$ cat src/hdl/dqp_pkg.sv
// shared types and constants for the dns question parser
// no dependencies; imported by every module under hdl
package dqp_pkg;

  // size of the packet buffer; a question may use at most BUFFER_BYTES-1 bytes
  localparam int BUFFER_BYTES = 2048;
  localparam int CNT_W        = $clog2(BUFFER_BYTES);

  localparam int AVAIL_W  = 11;
  localparam int OFFSET_W = 11;

  localparam logic [7:0] DOT_CHAR = 8'h2e;

  typedef enum logic [1:0] {
    KIND_CHAR  = 2'd0,
    KIND_DONE  = 2'd1,
    KIND_ERROR = 2'd2
  } kind_t;

  typedef struct packed {
    kind_t                 kind;
    logic [7:0]            name_char;
    logic [15:0]           qtype;
    logic [15:0]           qclass;
    logic [OFFSET_W-1:0]   end_offset;
  } result_t;

  typedef struct packed {
    logic [7:0]          data_byte;
    logic                first;
    logic [AVAIL_W-1:0]  avail_len;
  } item_t;

endpackage

$ cat src/hdl/dns_question_parser.sv
// top level of the dns question parser
// depends on dqp_pkg, dqp_in_stage, dqp_parse, dqp_out_stage

// Decodes a DNS question section fed one byte per word. Each length-prefixed
// label comes out as one name character per result word, with a dot word
// issued on the length byte of every label after the first. After the zero
// terminator the next four bytes give query type and class (big endian); the
// last of them produces a done word with type, class and the byte offset just
// past the question. A label length not below the available length sampled on
// the first byte, or a question running past the buffer size, produces one
// error word; bytes are then dropped until the next word marked first, which
// always restarts the parser. A byte produces zero or one result word.
// Throughput is one byte per clock: the per-byte step is a small state update
// between an input register and a result register, so a word can be taken
// every cycle while no stall is applied. An accepted byte waits in the input
// register, and its result word loads into the result register once that
// register is free. Either register holds its word while the far
// side stalls.
module dns_question_parser
  import dqp_pkg::*;
(
  input  logic                clk,
  input  logic                rst,
  input  logic                item_valid,
  output logic                item_stall,
  input  logic [7:0]          data_byte,
  input  logic                first,
  input  logic [AVAIL_W-1:0]  avail_len,
  output logic                result_valid,
  input  logic                result_stall,
  output logic [1:0]          kind,
  output logic [7:0]          name_char,
  output logic [15:0]         qtype,
  output logic [15:0]         qclass,
  output logic [OFFSET_W-1:0] end_offset
);

  item_t   item_in, held_item;
  logic    held_valid;
  logic    advance;
  logic    out_free;
  logic    res_valid;
  result_t res, res_out;

  assign item_in.data_byte = data_byte;
  assign item_in.first     = first;
  assign item_in.avail_len = avail_len;

  // the held byte is processed once the result register can take its word
  assign advance = held_valid && out_free;

  dqp_in_stage u_in (
    .clk        (clk),
    .rst        (rst),
    .item_valid (item_valid),
    .item_stall (item_stall),
    .item_in    (item_in),
    .advance    (advance),
    .held_valid (held_valid),
    .held_item  (held_item)
  );

  // parser state advances only on a processed byte
  dqp_parse u_parse (
    .clk       (clk),
    .rst       (rst),
    .go        (advance),
    .item      (held_item),
    .res_valid (res_valid),
    .res       (res)
  );

  dqp_out_stage u_out (
    .clk          (clk),
    .rst          (rst),
    .load         (res_valid),
    .res_in       (res),
    .free         (out_free),
    .result_valid (result_valid),
    .result_stall (result_stall),
    .res_out      (res_out)
  );

  assign kind       = res_out.kind;
  assign name_char  = res_out.name_char;
  assign qtype      = res_out.qtype;
  assign qclass     = res_out.qclass;
  assign end_offset = res_out.end_offset;

endmodule

$ cat src/hdl/dqp_in_stage.sv
// input register for incoming question bytes
// depends on dqp_pkg
module dqp_in_stage
  import dqp_pkg::*;
(
  input  logic  clk,
  input  logic  rst,
  input  logic  item_valid,
  output logic  item_stall,
  input  item_t item_in,
  input  logic  advance,
  output logic  held_valid,
  output item_t held_item
);

  // a held word leaves when advance is high, so a new one may enter then
  assign item_stall = held_valid && !advance;

  always_ff @(posedge clk) begin
    if (rst) begin
      held_valid <= 1'b0;
    end else if (!item_stall) begin
      held_valid <= item_valid;
    end
  end

  always_ff @(posedge clk) begin
    if (item_valid && !item_stall) begin
      held_item <= item_in;
    end
  end

endmodule

$ cat src/hdl/dqp_parse.sv
// parser state and per-byte decode step
// depends on dqp_pkg
module dqp_parse
  import dqp_pkg::*;
(
  input  logic    clk,
  input  logic    rst,
  input  logic    go,
  input  item_t   item,
  output logic    res_valid,
  output result_t res
);

  typedef enum logic [2:0] {
    PH_IDLE     = 3'd0,
    PH_LEN      = 3'd1,
    PH_LABEL    = 3'd2,
    PH_TYPE_HI  = 3'd3,
    PH_TYPE_LO  = 3'd4,
    PH_CLASS_HI = 3'd5,
    PH_CLASS_LO = 3'd6,
    PH_DRAIN    = 3'd7
  } phase_t;

  phase_t             phase, phase_next;
  logic [7:0]         label_left, label_left_next;
  logic [CNT_W-1:0]   byte_count, byte_count_next;
  logic               seen_label, seen_label_next;
  logic [AVAIL_W-1:0] avail_held, avail_held_next;
  logic [7:0]         high_byte, high_byte_next;
  logic [15:0]        type_held, type_held_next;

  always_comb begin
    phase_next      = phase;
    label_left_next = label_left;
    byte_count_next = byte_count;
    seen_label_next = seen_label;
    avail_held_next = avail_held;
    high_byte_next  = high_byte;
    type_held_next  = type_held;
    res_valid       = 1'b0;
    res             = '0;

    if (item.first) begin
      byte_count_next = '0;
      avail_held_next = item.avail_len;
      seen_label_next = 1'b0;
      label_left_next = '0;
      phase_next      = PH_LEN;
    end

    if (item.first || (phase != PH_IDLE && phase != PH_DRAIN)) begin
      if (byte_count_next >= CNT_W'(BUFFER_BYTES - 1)) begin
        // buffer overrun
        phase_next = PH_DRAIN;
        res_valid  = 1'b1;
        res.kind   = KIND_ERROR;
      end else begin
        byte_count_next = byte_count_next + 1'b1;
        unique case (phase_next)
          PH_LEN: begin
            if (item.data_byte == 8'd0) begin
              phase_next = PH_TYPE_HI;
            end else if (avail_held_next <= AVAIL_W'(item.data_byte)) begin
              phase_next = PH_DRAIN;
              res_valid  = 1'b1;
              res.kind   = KIND_ERROR;
            end else begin
              label_left_next = item.data_byte;
              phase_next      = PH_LABEL;
              seen_label_next = 1'b1;
              if (seen_label_next && !item.first && seen_label) begin
                res_valid     = 1'b1;
                res.kind      = KIND_CHAR;
                res.name_char = DOT_CHAR;
              end
            end
          end
          PH_LABEL: begin
            label_left_next = label_left - 1'b1;
            if (label_left_next == 8'd0) begin
              phase_next = PH_LEN;
            end
            res_valid     = 1'b1;
            res.kind      = KIND_CHAR;
            res.name_char = item.data_byte;
          end
          PH_TYPE_HI: begin
            high_byte_next = item.data_byte;
            phase_next     = PH_TYPE_LO;
          end
          PH_TYPE_LO: begin
            type_held_next = {high_byte, item.data_byte};
            phase_next     = PH_CLASS_HI;
          end
          PH_CLASS_HI: begin
            high_byte_next = item.data_byte;
            phase_next     = PH_CLASS_LO;
          end
          PH_CLASS_LO: begin
            phase_next     = PH_IDLE;
            res_valid      = 1'b1;
            res.kind       = KIND_DONE;
            res.qtype      = type_held;
            res.qclass     = {high_byte, item.data_byte};
            res.end_offset = OFFSET_W'(byte_count_next);
          end
          default: begin
          end
        endcase
      end
    end

    if (!go) begin
      res_valid = 1'b0;
    end
  end

  always_ff @(posedge clk) begin
    if (rst) begin
      phase      <= PH_IDLE;
      label_left <= '0;
      byte_count <= '0;
      seen_label <= 1'b0;
      avail_held <= '0;
      high_byte  <= '0;
      type_held  <= '0;
    end else if (go) begin
      phase      <= phase_next;
      label_left <= label_left_next;
      byte_count <= byte_count_next;
      seen_label <= seen_label_next;
      avail_held <= avail_held_next;
      high_byte  <= high_byte_next;
      type_held  <= type_held_next;
    end
  end

endmodule

$ cat src/hdl/dqp_out_stage.sv
// result register toward the downstream consumer
// depends on dqp_pkg
module dqp_out_stage
  import dqp_pkg::*;
(
  input  logic    clk,
  input  logic    rst,
  input  logic    load,
  input  result_t res_in,
  output logic    free,
  output logic    result_valid,
  input  logic    result_stall,
  output result_t res_out
);

  assign free = !result_valid || !result_stall;

  always_ff @(posedge clk) begin
    if (rst) begin
      result_valid <= 1'b0;
    end else if (free) begin
      result_valid <= load;
    end
  end

  always_ff @(posedge clk) begin
    if (free && load) begin
      res_out <= res_in;
    end
  end

endmodule

$ cat config.mk
export PLATFORM = sky130hd
export DESIGN_NAME = dns_question_parser
export DESIGN_NICKNAME = d
export VERILOG_FILES = /design/src/hdl/dqp_pkg.sv /design/src/hdl/dns_question_parser.sv /design/src/hdl/dqp_in_stage.sv /design/src/hdl/dqp_parse.sv /design/src/hdl/dqp_out_stage.sv
export SDC_FILE = /design/constraint.sdc
export NUM_CORES = 1
export LEC_CHECK = 0
export BUFFER_PORTS_ARGS = -buffer_cell sky130_fd_sc_hd__clkbuf_2
export CORE_MARGIN = 2
export CORE_UTILIZATION = 45
export DETAILED_ROUTE_END_ITERATION = 12
export MAX_ROUTING_LAYER = met4
export PLACE_DENSITY = 0.66
export REMOVE_ABC_BUFFERS = 1
export SYNTH_ARGS = -nofsm -noshare
export SYNTH_HDL_FRONTEND = slang
export SYNTH_SLANG_ARGS = --single-unit
$ cat constraint.sdc
create_clock -name clk -period 11.9 [get_ports clk]
set_clock_uncertainty 0.1 [all_clocks]
set_input_delay 0.595 -clock clk [delete_from_list [all_inputs] [get_ports clk]]
set_output_delay 0.595 -clock clk [all_outputs]
set_load 0.005 [all_outputs]
Word level (Yosys, flattened, before mapping)
Index checks and enable logic that the tools add are counted.
{"block": "totals", "reg_bits": 133, "latchBits": 0, "ram_bits": 0, "romBits": 0, "out_inout_bits": 55, "wordCells": 91, "memories": 0}
{"block": "classes", "addsub": 2, "multipliers": 0, "div_mod_pow": 0, "n_lt_le_gt_ge": 2, "eq_ne": 7, "shifts": 0, "muxes": 37, "bitwise_logic": 3, "n_reduce_logical": 22}
{"cell": "$mux 11", "count": 4}
{"cell": "$mux 8", "count": 5}
{"cell": "$pmux 8 s2", "count": 2}
{"cell": "$mux 3", "count": 6}
{"cell": "$pmux 3 s6", "count": 1}
{"cell": "$logic_not 8->1", "count": 2}
{"cell": "$mux 1", "count": 12}
{"cell": "$mux 6", "count": 2}
{"cell": "$add 11x1->11 const B", "count": 1}
{"cell": "$ge 11x11->1 const B", "count": 1}
{"cell": "$le 11x8->1", "count": 1}
{"cell": "$mux 10", "count": 1}
{"cell": "$eq 3x3->1 const B", "count": 3}
{"cell": "$reduce_and 4->1", "count": 2}
{"cell": "$sub 8x1->8 const B", "count": 1}
{"cell": "$eq 3x2->1 const B", "count": 2}
{"cell": "$logic_and 1x1->1", "count": 6}
{"cell": "$reduce_or 2->1", "count": 3}
{"cell": "$logic_not 1->1", "count": 5}
{"cell": "$mux 2", "count": 2}
{"cell": "$pmux 2 s2", "count": 1}
{"cell": "$eq 3x1->1 const B", "count": 1}
{"cell": "$ne 3x3->1 const B", "count": 1}
{"cell": "$not 1->1", "count": 3}
{"cell": "other kinds (4)", "count": 5}

Logic depth before layout (Yosys ltp)
Gate-level depths: netlist of run 1.
{"block": "depth", "depth_word": 10, "ltp_mapped": 12, "mapped_depth_nobuf": 8}

By module
From an unflattened synthesis of run 1, not the netlist that was laid out.
{"block": "hier_totals", "cells_unflattened": 562, "area_unflattened_um2": 5997.0}
{"module": "dqp_parse", "n_inst": 1, "cells_per_inst": 479, "area_per_inst_um2": 3709.8, "seq_area_each_um2": 1161.1}
{"module": "dqp_out_stage", "n_inst": 1, "cells_per_inst": 58, "area_per_inst_um2": 1630.3, "seq_area_each_um2": 1611.5}
{"module": "dqp_in_stage", "n_inst": 1, "cells_per_inst": 24, "area_per_inst_um2": 650.6, "seq_area_each_um2": 620.6}
{"module": "dns_question_parser", "n_inst": 1, "cells_per_inst": 1, "area_per_inst_um2": 6.3, "seq_area_each_um2": 0.0}

Worst setup path after synthesis of run 1
No wires, ideal clock.
{"block": "synth_timing", "path_kind": "flip-flop to flip-flop", "from": "register u_in.held_item[11] (netlist name)", "to": "register u_out.res_out[0] (netlist name)", "setup_ns": 0.545, "arrival_time_ns": 6.399, "path_slack_ns": 4.856, "stages_incl_launch_ff": 11, "path_cell_list": "edfxtp_1 > buf_2 > buf_1 > mux2_2 > ha_1 > a21oi_1 > o221ai_1 > or2_2 > a21oi_1 > o21ai_0 > a21boi_0"}
{"block": "synth_via", "word_cells_on_any_way": 20}
{"item": "$mux 11", "line": "dqp_parse.sv:44", "source": "if (item.first) begin"}
{"item": "named net u_parse.avail_held_next[4]", "line": "dqp_parse.sv:29", "source": "logic [AVAIL_W-1:0] avail_held, avail_held_next;"}
{"item": "$le 11x8->1", "line": "dqp_parse.sv:64", "source": "end else if (avail_held_next <= AVAIL_W'(item.data_byte)) begin"}
{"item": "$mux 1", "line": "dqp_parse.sv:64"}
{"item": "$mux 1", "line": "dqp_parse.sv:62", "source": "if (item.data_byte == 8'd0) begin"}
{"item": "$pmux 1 s2", "line": "dqp_parse.sv:60", "source": "unique case (phase_next)"}
{"item": "$mux 1", "line": "dqp_parse.sv:53", "source": "if (byte_count_next >= CNT_W'(BUFFER_BYTES - 1)) begin"}
{"item": "$mux 1", "line": "dqp_parse.sv:52", "source": "if (item.first || (phase != PH_IDLE && phase != PH_DRAIN)) begin"}
{"item": "$mux 1", "line": "dqp_parse.sv:114", "source": "if (!go) begin"}
{"item": "$logic_and 1x1->1", "line": "dqp_out_stage.sv:27", "source": "if (free && load) begin"}
The timed path passes the listed nets, and every way through them passes these cells.
A chain may end at the register's enable or synchronous reset.

Worst setup path in the final report of run 1
{"block": "layout_timing", "from": "register u_in.held_item[11] (netlist name)", "to": "register u_out.res_out[15] (netlist name)"}
{"block": "layout_via", "word_cells_on_any_way": 20}
{"item": "$mux 11", "line": "dqp_parse.sv:44"}
{"item": "named net u_parse.avail_held_next[4]", "line": "dqp_parse.sv:29"}
{"item": "$le 11x8->1", "line": "dqp_parse.sv:64"}
{"item": "$mux 1", "line": "dqp_parse.sv:64"}
{"item": "$mux 1", "line": "dqp_parse.sv:62"}
{"item": "$pmux 1 s2", "line": "dqp_parse.sv:60"}
{"item": "$mux 1", "line": "dqp_parse.sv:53"}
{"item": "$mux 1", "line": "dqp_parse.sv:52"}
{"item": "$mux 1", "line": "dqp_parse.sv:114"}
{"item": "$logic_and 1x1->1", "line": "dqp_out_stage.sv:27"}
The timed path passes the listed nets, and every way through them passes these cells.

==> metrics.md, run 1 <==
| Metric | Value |
|---|---|
| Register area | `0.003393 mm²` |
| Routed wire per std cell | `16.36 µm` |
| Gr ovfl total | `0` |
| Sequential area share after synthesis | `between 50% and 60%` |
| Worst setup SP type | `register` |
| CP Capture Type | `register` |
| Design area | `~0.0070 mm²` |
| I/O Buffers | `a little under 80` |
| Final setup fails | `0` |
| Worst slack at placement | `7.665 ns` |
| Num CTS Buffers | `17` |
| Top-area cell type share of the netlist area | `between 30% and 40%` |
| H-tree Lvls | `4` |
| First-pass GRT wire length | `21,530 µm` |
| Worst-Margin Slew | `~1.2 ns` |
| Critical Path Fanout Max | `44` |
| Final total negative setup slack | `0 ns` |
| Placed Area | `roughly 0.0065 mm²` |
| Final Total Pwr | `roughly 1.1 mW` |
| Max_cap viols | `0` |
| Layout Cells excl Fill | `approximately 810` |
| Synth cell types | `between 60 and 70` |
| Asr flop ratio synth | `0%` |
| Crit path kind | `register to register` |
| Cts hold-fix bufs | `0` |
| Initial Utilization | `a little under half` |
| DR DRC count | `0` |
| Via count | `4,373` |
| Fill cells | `between 1k and 1.5k` |
| Final Max Tran Viols | `0` |
| Synthesis-to-finish area growth | `18.27%` |
| Die Height | `between 100 and 150 µm` |
| RSZ-0062 raised after global routing | `no` |
| Post-synthesis cell area | `0.005938 mm²` |
| Final net count | `~660` |
| Max clock buf depth | `2` |
| Dominant cell type by area after synthesis | `edfxtp_1` |
| Fin. Hold Viols | `0` |
| TritonCTS Sinks | `between 100 and 150` |
| Yosys reg bits | `133` |
| Multi-input gate area | `0.002379 mm²` |
| Data arrival, critical path | `between 4 and 5 ns` |
| Top cells by area, synth | `edfxtp_1 37%, dfxtp_1 20%, mux2i_1 4.2%` |
| R2R setup slack | `7.70 ns` |
| Detail Placement HPWL | `about 8900 µm` |
| Vias/cell | `around 5.4` |
| Relative slew slack | `19.15%` |
| VDD IR max | `0.09638 mV` |
| Initial antenna violation count | `0` |
| Diodes inserted | `0` |
| Routability congestion estimate | `between 0.8 and 0.9` |
| Synthesized instance count | `around 550` |
| Hold WS | `0.2477 ns` |
| Outcome | `completed` |
| Drt first-iter violations | `roughly 250` |
| Post-Route Utilization | `54.98%` |
| Vias in the first global route | `around 4.2k` |
| Num ports | `~80` |
| Synth Area per Inst | `10.76 µm²` |
| Post-cts sizing count | `0` |
| Clock Latency Late Sink | `0.42 ns` |
| Period utilization | `a little over a third` |
| Die area | `between 0.01 and 0.015 mm²` |
| All-Layer GR Usage | `20.23%` |
| Main synth FF type | `edfxtp_1` |
| Total core area | `0.01277 mm²` |
| Row count | `between 40 and 50` |
| Final setup margin | `7.696 ns` |
| PwrDens | `~150 mW/mm²` |
| Hold Crit Class | `input pin to register` |
| Post-synth EDFFs | `73` |
| Maximum clock rate | `~240 MHz` |
| Layout cells sized above 1 | `approximately 20%` |
| Worst endpoint required time | `around 12 ns` |
| Total iterations of the first detailed-routing run | `4` |
| Leak pwr | `around 2.8 nW` |
| Post-route ant nets | `0` |
| Largest net degree at the start of global routing | `58` |
| Clk slew on worst S/H paths | `roughly 0.050 ns` |
| Post-CTS setup buffers | `0` |
| Root Driver | `clkbuf_16` |
| YS warnings | `0` |
| Die W | `roughly 120 µm` |
| Final WL | `between 10,000 and 15,000 µm` |
| CTS tree | `yes` |
| Min Clock Period, post-route | `roughly 4.2 ns` |
| Dpl cells | `776` |
-- power breakdown --
| part | internal, mW | switching (mW) |
|---|---|---|
| Combinational | 0.0262 | 0.0461 |
| Clock | 0.311 | 0.186 |
| Sequential | 0.494 | 0.00938 |
| Total | 0.831 | 0.242 |
-- cells in the final DEF (no fill, tap or decap), types with 5 or more instances in the layout --
master / n
mux2_2: 7
nand3_1: 15
edfxtp_1: 73
clkbuf_2: 78
and3_1: 9
nor2_1: 59
inv_1: 15
nor2b_1: 8
mux2i_1: 25
o21ai_0: 16
a22oi_1: 5
and2_1: 28
nor3_1: 9
ha_1: 11
a211oi_1: 8
clkbuf_16: 17
nor4_1: 5
a21oi_1: 44
xnor2_1: 13
nand2_1: 47
dfxtp_1: 60
-- area by class of cell --
type                    count  share of cell area, %
inverters                  15                 0.8017
clock buffers              22                  6.467
repair buffers             82                  5.986
clock inverters             9                  1.497
multi-input cells         374                  33.87
well taps                 172                  3.064
flip-flops and latches    133                  48.32
-- Yosys cell counts, drive strengths merged (2+ instances only) --
cell,instances
a2111oi,2
a211oi,9
a21boi,2
a21o,3
a21oi,44
a22oi,5
a311oi,4
a31oi,2
and2,29
and3,9
buf,9
clkbuf,21
dfxtp,60
edfxtp,73
ha,11
inv,15
mux2,7
mux2i,25
nand2,47
nand2b,4
nand3,15
nand4,2
nor2,59
nor2b,9
nor3,9
nor4,5
o211ai,4
o21ai,17
o221ai,2
o22ai,2
o2bb2ai,2
o311ai,2
o31ai,2
o32ai,2
or2,2
or3,4
or4,3
xnor2,13
xor2,3
-- sequential cells by signal, indices dropped and copies added, names as in the netlist --
register	flops
u_out.res_out	53
u_in.held_item	20
u_parse.type_held	16
u_parse.avail_held	11
u_parse.byte_count	11
u_parse.high_byte	8
u_parse.label_left	8
u_parse.phase	3
u_in.held_valid	1
u_out.result_valid	1
u_parse.seen_label	1
-- worst paths after layout --
| kind | cells after the start | endpoint | start |
|---|---|---|---|
| setup / recovery | 10 | u_out.res_out[15] | u_in.held_item[11] |
| hold / removal | 1 | u_in.held_item[15] | data_byte[3] |
| setup reg to reg | 10 | u_out.res_out[15] | u_in.held_item[11] |
| hold reg to reg | 2 | u_parse.avail_held[3] | u_parse.avail_held[3] |
-- cell families (layout without fill, tap and decap cells) --
family,count (synthesis),in the layout,share of synthesized area [%]
buf+inv,45,128,3.034
compound gates,113,113,12.85
xor+xnor,16,16,2.360
fa+ha+maj,11,11,2.318
mux,32,32,5.542
flops,133,133,57.14
simple gates,202,202,16.75
-- per-layer routing --
metal  global-route usage [%]  part of all wire (%)  wire length (µm)
met1                    24.43                    43              5685
met2                    32.29                    50              6562
met3                    5.412                   5.5               725
met4                    8.185                   1.8               233
met5                        -                     0                 0
-- worst max-delay path, cell delays in order (launching register included) --
cell and delay (ns):
edfxtp_1 0.31, buf_4 0.41, mux2_2 0.40, ha_1 0.30, a21oi_1 0.14, o221ai_1 0.17, or2_2 0.30, a21oi_1 0.31
o21ai_0 0.24, a21boi_4 0.59, buf_4 0.53
Power figures use the tool's default switching activity.
==> inputs of run 2 (changes only) <==
==> constraint.sdc (replaced) <==
create_clock -name clk -period 4.25 [get_ports clk]
set_clock_uncertainty 0.1 [all_clocks]
set_input_delay 0.2125 -clock clk [delete_from_list [all_inputs] [get_ports clk]]
set_output_delay 0.2125 -clock clk [all_outputs]
set_load 0.005 [all_outputs]
==> run 2 against run 1 <==
  * Via count is 4.5% higher
  * Final cell count is 3.2% higher
  * Count of clock-buffer cells in the layout is 1 higher
  * Global-route usage is 0.42 points higher
  * Sequential power grew to 2.8 times the previous value
  * Power grew to 2.9 times the previous value
  * Worst setup slack worse by 7.1 ns
  * Worst hold slack worse by 0.22 ns
  * Design area is 4.0% higher
  * Combinational power grew to 3.0 times the previous value
  * Critical path type unchanged
  * Critical endpoint is now u_out.res_out[23]
  * Largest power group is now the clock network
==> metrics.md, run 2 (synthesis gave the netlist of run 1 again) <==
| Metric | Value |
|---|---|
| Commonest cells after routing, fill and taps aside | `78 x clkbuf_2, 73 x edfxtp_1, 60 x dfxtp_1, 59 x nor2_1, 47 x nand2_1` |
| Detail Placement HPWL | `9280 µm (+4.1%)` |
| Synthesis-to-finish area growth | `22.99%` |
| Worst endpoint required time | `4.22 ns (-7.65 ns)` |
| Die W | `118.9 µm (unchanged)` |
| Commonest non-fill, non-tap cell in the layout | `clkbuf_2` |
| Hold WS | `0.02424 ns (-0.2234 ns)` |
| DR DRC count | `0 (unchanged)` |
| Gr busiest metal | `met2` |
| Post-CTS setup buffers | `0 (unchanged)` |
| Most used cell, CP | `buf_4` |
| Num ports | `79 (unchanged)` |
| CP Capture Type | `register` |
| CP max stage delay | `0.54 ns (-0.05 ns)` |
| Crit path cell chain | `buf_4 > mux2i_1 > ha_1 > nand3b_1 > a211oi_1 > or2_2 > a21oi_1 > o21ai_0 > a21boi_4 > buf_4` |
| CTS tree | `yes` |
| H-tree Lvls | `4 (unchanged)` |
| Initial Utilization | `46.49% (unchanged)` |
| Total iterations of the first detailed-routing run | `5 (+1)` |
| Clock Latency Late Sink | `0.42 ns (about the same)` |
| Crit path kind | `register to register` |
| Hold Crit Class | `input pin to register` |
| Layout cells sized above 1 | `20.57% (+0.26 points)` |
| Worst path slowest cell | `edfxtp_1` |
| Num CTS Buffers | `17 (unchanged)` |
| Die area | `0.01413 mm² (unchanged)` |
| Leak pwr | `2.915 nW (+5.2%)` |
| Final WL | `13,490 µm (+2.2%)` |
| Fin. Hold Viols | `0 (unchanged)` |
| First-pass GRT wire length | `22,150 µm (+2.9%)` |
| M2 GR Usage | `33.33% (+1.0 points)` |
| I/O Buffers | `78 (unchanged)` |
| Delay-heaviest family, CP | `buffers and inverters` |
| R2R setup slack | `0.61 ns (-7.08 ns)` |
| Final setup fails | `0 (unchanged)` |
| Drt first-iter violations | `322 (+29%)` |
| Min Clock Period, post-route | `3.637 ns (-0.5677 ns)` |
| Post-route ant nets | `0 (unchanged)` |
| PwrDens | `421.9 mW/mm² (+180%)` |
| Initial antenna violation count | `0 (unchanged)` |
| Design area | `0.007303 mm² (+4.0%)` |
| Placed Area | `0.006494 mm² (+0.46%)` |
| VDD IR max | `0.2731 mV (+180%)` |
| Row count | `41 (unchanged)` |
| Vias in the first global route | `4,458 (+5.2%)` |
| GR Util met1 | `24.87% (+0.44 points)` |
| RSZ-0062 raised after global routing | `no` |
| Relative slew slack | `22.50% (+3.4 points)` |
| Die Height | `118.9 µm (unchanged)` |
| All-Layer GR Usage | `20.64% (+0.42 points)` |
| Total core area | `0.01277 mm² (unchanged)` |
| Root Driver | `clkbuf_16` |
| Worst-Margin Slew | `1.154 ns (-0.05657 ns)` |
| Diodes inserted | `0 (unchanged)` |
| Worst setup SP type | `register` |
| Max clock buf depth | `2 (unchanged)` |
| Max_cap viols | `0 (unchanged)` |
| Final Max Tran Viols | `0 (unchanged)` |
| Maximum clock rate | `275.0 MHz (+16%)` |
| Routability congestion estimate | `0.9069 (+4.4%)` |
| Final total negative setup slack | `0 ns (unchanged)` |
| Outcome | `completed` |
| Worst path bufs/invs | `2 (unchanged)` |
| Reg with most FFs | `u_out.res_out` |
| TritonCTS Sinks | `133 (unchanged)` |
| Clk slew on worst S/H paths | `0.06 ns (about the same)` |
| Period utilization | `85.57% (+50 points)` |
| Global routing usage on met3 | `4.215% (-1.2 points)` |
| Routed wire per std cell | `16.20 µm (-1.0%)` |
| Data arrival, critical path | `3.61 ns (-0.56 ns)` |
| Final net count | `683 (+3.8%)` |
| Critical Path Fanout Max | `37 (-16%)` |
| Gr ovfl total | `0 (unchanged)` |
| Via count | `4,568 (+4.5%)` |
| Vias/cell | `5.484 (+1.2%)` |
| Largest net degree at the start of global routing | `45 (-22%)` |
| Largest registers | `u_out.res_out x53, u_in.held_item x20, u_parse.type_held x16` |
| Max reg flops | `53 (unchanged)` |
==> run 2: what timing repair did <==
action	CTS	global route
hold endpoints to repair	21	0
endpoints found under the setup margin	0	0
hold buffers	21	0
gates resized for setup	0	0
==> run 2: power breakdown <==
part           total [mW]  internal (mW)  switching, mW
registers            1.41           1.38         0.0282
clock network        1.45          0.907          0.542
logic               0.220         0.0883          0.132
==> run 2: per-layer routing <==
metal  part of all wire [%]  wire, µm
met1                     43      5857
met5                      0         0
met4                    2.5       344
met2                     49      6602
met3                    5.1       687
==> run 2: final timing paths <==
check / from / to / depth (start not counted)
max: u_in.held_item[11] / u_out.res_out[23] / 10
min: result_stall / u_out.result_valid / 3
max reg2reg: u_in.held_item[11] / u_out.res_out[23] / 10
min reg2reg: u_parse.avail_held[1] / u_parse.avail_held[1] / 2
==> run 2: area by class of cell <==
| cell class | count | area (µm²) |
|---|---|---|
| fillers | 1104 | 5470 |
| flip-flops and latches | 133 | 3393 |
| multi-input cells | 374 | 2379 |
| repair buffers | 107 | 660.6 |
| clock buffers | 23 | 510.5 |
| well taps | 172 | 215.2 |
| clock inverters | 9 | 88.84 |
| inverters | 15 | 56.30 |
==> run 2: worst min-delay path, delay by kind of cell <==
family	cells	cell delay [ns]
buffers and inverters	1	0.11
AND/OR/NAND/NOR	1	0.09
AO/OA/AOI/OAI	1	0.08
==> run 2: metrics by stage <==
stage | total power, mW | util (%) | instances | worst slack [ns]
after CTS | 3.103 | 57.18 | 833 | 0.6136
after global placement | 1.634 | 50.84 | 780 | 0.8486
after detailed placement | 1.641 | 50.84 | 780 | 0.6832
after floorplan | 1.560 | - | 522 | -2.907
final | 3.081 | 57.18 | 833 | 0.6135
after global routing | 3.185 | 57.18 | 833 | 0.3578
